`config.mk`:
```
export PLATFORM = sky130hd
export DESIGN_NAME = mbcc_cell
export DESIGN_NICKNAME = d
export VERILOG_FILES = /design/src/rtl/mbcc_pkg.sv /design/src/rtl/mbcc_cell.sv
export SDC_FILE = /design/constraint.sdc
export NUM_CORES = 1
export LEC_CHECK = 0
export BUFFER_PORTS_ARGS = -buffer_cell sky130_fd_sc_hd__buf_2
export CAP_MARGIN = 20
export CELL_PAD_IN_SITES_DETAIL_PLACEMENT = 1
export CELL_PAD_IN_SITES_GLOBAL_PLACEMENT = 1
export CORE_UTILIZATION = 43
export DETAILED_ROUTE_END_ITERATION = 10
export PLACE_DENSITY = 0.8
export SLEW_MARGIN = 20
export SYNTH_ARGS = -nofsm -noshare
export SYNTH_HDL_FRONTEND = slang
export SYNTH_SLANG_ARGS = --single-unit
```
`constraint.sdc`:
```
create_clock -name aclk -period 7.7 [get_ports aclk]
set_clock_uncertainty 0.1 [all_clocks]
set_input_delay 0.77 -clock aclk [delete_from_list [all_inputs] [get_ports aclk]]
set_output_delay 0.77 -clock aclk [all_outputs]
set_load 0.05 [all_outputs]
```
`src/rtl/mbcc_pkg.sv`:
```
`timescale 1ns / 1ps
// ----------------------------------------------------------------------------
// mbcc_pkg
// Shared types, opcodes and constants for the multi-box collision checker.
// ----------------------------------------------------------------------------
package mbcc_pkg;

    localparam int MAX_BOXES_DEF = 16;

    localparam int S_TDATA_W = 96;
    localparam int S_TUSER_W = 2;
    localparam int M_TDATA_W = 72;

    localparam logic [1:0] OP_CLEAR = 2'd0;
    localparam logic [1:0] OP_LOAD  = 2'd1;
    localparam logic [1:0] OP_TEST  = 2'd2;
    localparam logic [1:0] OP_QUERY = 2'd3;

    typedef enum logic [1:0] {
        ST_IDLE,
        ST_LAUNCH,
        ST_RUN,
        ST_FINISH
    } state_t;

    // one stored box
    typedef struct packed {
        logic signed [15:0] x;
        logic signed [15:0] y;
        logic        [14:0] w;
        logic        [14:0] h;
    } box_t;

    // shifted test box travelling down the cell row
    typedef struct packed {
        logic               valid;
        logic               hit;
        logic signed [16:0] tx;
        logic signed [16:0] ty;
        logic        [14:0] w;
        logic        [14:0] h;
    } probe_t;

endpackage

```
`src/rtl/mbcc_cell.sv`:
```
`timescale 1ns / 1ps
// ----------------------------------------------------------------------------
// mbcc_cell
// One table slot: holds a box, checks the passing probe against it, and
// hands the probe with its updated hit bit to the next cell.
// ----------------------------------------------------------------------------
module mbcc_cell #(
    parameter int INDEX = 0,
    parameter int CNT_W = 5
) (
    input  logic                 aclk,
    input  logic                 aresetn,
    input  logic [CNT_W-1:0]     box_count,
    input  logic                 wr_en,
    input  mbcc_pkg::box_t       wr_box,
    input  mbcc_pkg::probe_t     probe_in,
    output mbcc_pkg::probe_t     probe_out
);
    import mbcc_pkg::*;

    box_t               box_reg;
    probe_t             probe_reg;
    probe_t             probe_next;
    logic               occupied;
    logic               overlap;
    logic signed [17:0] t_right;
    logic signed [17:0] t_bottom;
    logic signed [16:0] s_right;
    logic signed [16:0] s_bottom;
    logic signed [17:0] s_left;
    logic signed [17:0] s_top;

    // slot is live only below the fill count
    assign occupied = (box_count > CNT_W'(INDEX));

    always_comb begin
        t_right  = $signed({probe_in.tx[16], probe_in.tx}) + $signed({3'b000, probe_in.w});
        t_bottom = $signed({probe_in.ty[16], probe_in.ty}) + $signed({3'b000, probe_in.h});
        s_right  = $signed({box_reg.x[15], box_reg.x}) + $signed({2'b00, box_reg.w});
        s_bottom = $signed({box_reg.y[15], box_reg.y}) + $signed({2'b00, box_reg.h});
        s_left   = $signed({{2{box_reg.x[15]}}, box_reg.x});
        s_top    = $signed({{2{box_reg.y[15]}}, box_reg.y});
        // strict overlap: touching edges do not count
        overlap  = (s_left < t_right) && (s_right > $signed(probe_in.tx)) &&
                   (s_top < t_bottom) && (s_bottom > $signed(probe_in.ty));
        probe_next     = probe_in;
        probe_next.hit = probe_in.hit | (probe_in.valid & occupied & overlap);
    end

    always_ff @(posedge aclk) begin
        if (wr_en && (box_count == CNT_W'(INDEX))) begin
            box_reg <= wr_box;
        end
    end

    always_ff @(posedge aclk) begin
        if (!aresetn) begin
            probe_reg.valid <= 1'b0;
        end else begin
            probe_reg <= probe_next;
        end
    end

    assign probe_out = probe_reg;

endmodule

```
==> out/qor.txt <==
top routing layer in use = met4
initial antenna violation count = 0
Max IR drop VDD = 0.1581 mV
# DRC = 0
Crit path required time = 7.76 ns
Power Density = 200.8 nW/um2
largest net degree at the start of global routing = 67
post-synthesis mux area share = 0
CP startpoint kind = flop
commonest register cell after synthesis = edfxtp_1
# resized after CTS = 0
Max-Cap Viols = 0
Slew @ Worst Pin = 0.8730 ns
Ys Warns = 0
status = finished, final reports clean
DRT iter0 DRCs = 216
most area-hungry cell type in the Yosys netlist = edfxtp_1
number of synthesized flops with an enable pin = 127
H-tree levels = 4
clk slew on worst S/H paths = 0.06 ns
die area = 19590 um2
synth top area cells = edfxtp_1 (47%), ha_1 (20%), inv_1 (2.9%)
Top-Level Pins = 202
via count = 6396
DRT Pass-1 Iters = 5
Post-CTS Repair Setup Buffers = 0
final hold violations = 0
syn nets = 972
TritonCTS buffer count = 17
Initial Utilization = 0.4375
final setup fails = 0
Diodes inserted = 0
Slew Limit Fails = 0
largest family of logic cells by synthesized area = adder cells
vias in the first global route = 7041
Std-Cell Rows = 50
share of cells above drive strength 1 = 0.2668
Synth Register Bits = 128
share of the synthesized area in the top cell type = 0.4660
Seq/Total Area, Yosys = 0.4684
routability cong. = 0.9001
Post-Syn Instances = 704
Setup TNS Final = 0 ns
WL/cell = 18.09 um
Root Buffer = clkbuf_16
R2R cell count = 19
fmax = 238.0 MHz
Bufs on Longest Clock Path = 2
Met1 Routed Length = 8252 um
Mapped Area = 8184 um2
leakage = 4.544 nW
global route overflow = 0
Hold Path Depth = 1
Vias/cell = 5.462
Final nets = 1193
first-pass GRT wire length = 33940 um
Hold Crit Class = in -> reg
crit-path max FO = 3
GRT Resource Usage Total = 0.2263
Crit. End Element = flop
DR WL met2 = 11430 um
fin crit period = 4.201 ns
distinct cell type count after synthesis = 63
Post-synth ARST share = 0
simple-gate area share of the yosys netlist = 0.08730
Core ar. = 18710 um2
kind of critical path = reg -> reg
met3 wire length = 837 um
routed wire length = 21190 um
Layout area overhead = 22.81%
Die Y = 140.0 um
Syn Area/Cell = 11.63 um2
RSZ-0062 raised after global routing = false
CTS tree = built
Worst slew margin = 0.4180
Worst EP arrival = 4.26 ns
placed cells = 1140
DP HPWL = 16640 um
max reg flops = 66
total clock sinks = 128
cts-stage hold buffer count = 0
crit share post-route = 0.5456
compound-gate portion of the synthesized area = 0.1608
xor and xnor area share after synthesis = 0.04816
Port Buffers = 201
Overall Power = 2.019 mW
Routed Antenna Nets = 0
Die Span X = 140.0 um
Finished Layout Cells = 1171
clock insertion delay at the later pin of the skew report = 0.42 ns
Synth Area in Adders = 0.2055
## cells in the final DEF (no fill, tap or decap), types with 17 or more instances in the layout
cell type,n
xor2_1,23
o21ai_0,34
edfxtp_1,127
clkbuf_16,17
a21oi_1,43
nand2_1,26
a21o_1,26
xnor2_1,22
buf_2,201
o21a_1,17
inv_1,64
ha_1,128
nor2_1,42
## worst max-delay path: stages (launching register included)
cell	delay, ns
edfxtp_1	0.34
ha_1	0.17
inv_1	0.06
fa_1	0.41
nor2b_2	0.14
o21ai_2	0.07
a21boi_2	0.19
o31a_1	0.21
o211ai_2	0.13
a31oi_2	0.23
o21ai_1	0.12
a311oi_1	0.32
ha_1	0.31
a21o_1	0.17
a211oi_1	0.27
o21ai_0	0.15
a21oi_1	0.14
a31oi_1	0.07
a21oi_1	0.24
o41ai_2	0.11
## area by class of cell
| type | instances | area, um2 |
|---|---|---|
| Fill cell | 2072 | 8655 |
| Multi-Input combinational cell | 511 | 4111 |
| Sequential cell | 128 | 3834 |
| Timing Repair Buffer | 203 | 1021 |
| Clock buffer | 18 | 429.2 |
| Tap cell | 234 | 292.8 |
| Inverter | 64 | 240.2 |
| Clock inverter | 13 | 122.6 |
## stage by stage
| step | utilization | setup slack (ns) | hold WS [ns] | area (um2) |
|---|---|---|---|---|
| 2_1_floorplan | - | 1.134 | 0.7689 | 8184 |
| 3_3_place_gp | 0.5078 | 3.358 | 0.8469 | 9499 |
| 3_5_place_dp | 0.5078 | 3.193 | 0.8483 | 9499 |
| 4_1_cts | 0.5373 | 3.436 | 0.4031 | 10050 |
| 5_1_grt | 0.5373 | 3.218 | 0.4071 | 10050 |
| 6_report | 0.5373 | 3.499 | 0.4167 | 10050 |
## per-layer routing
layer	track usage	vias up
met3	0.04274	45
met5	0	-
li1	-	3099
met4	0.09543	0
met2	0.4350	187
met1	0.2397	3065
## cells in the mapped netlist, types with 3 or more instances
library cell and number:
o21a_1 17, nand4_1 11, nand2b_1 14, a211oi_1 9, nor2b_1 10, and3_1 3
o21ai_1 7, edfxtp_1 127, a2111oi_0 4, ha_1 128, inv_1 64, o41ai_2 3
nor3_1 12, xnor2_1 22, a21oi_1 43, a21o_1 26, o21ai_0 34, a31oi_1 11
nand2_1 26, nor2_1 42, xor2_1 23, o21bai_1 4, a21oi_2 3, fa_1 4
nand3_1 6
## path summary, 6_finish.rpt
path                                   from            end  slack [ns]
worst max-delay path            box_reg[46]  probe_out[64]        3.50
worst min-delay path             wr_box[32]    box_reg[32]        0.42
worst max register to register  box_reg[46]  probe_out[64]        3.50
worst min register to register  box_reg[39]  probe_out[64]        0.95
## report_power, final
part           switching, mW  internal (mW)
Combinational          0.280          0.155
Sequential           0.00923          0.802
Clock                  0.305          0.468
Total                  0.594           1.42
## cell families after synthesis
group / count (synthesis)
AOI/OAI and AO/OA: 192
and+or+nand+nor: 142
adders and majority gates: 132
DFF: 128
buffers and inverters: 65
xor gates and xnor gates: 45
(Power assumes the default switching activity.)
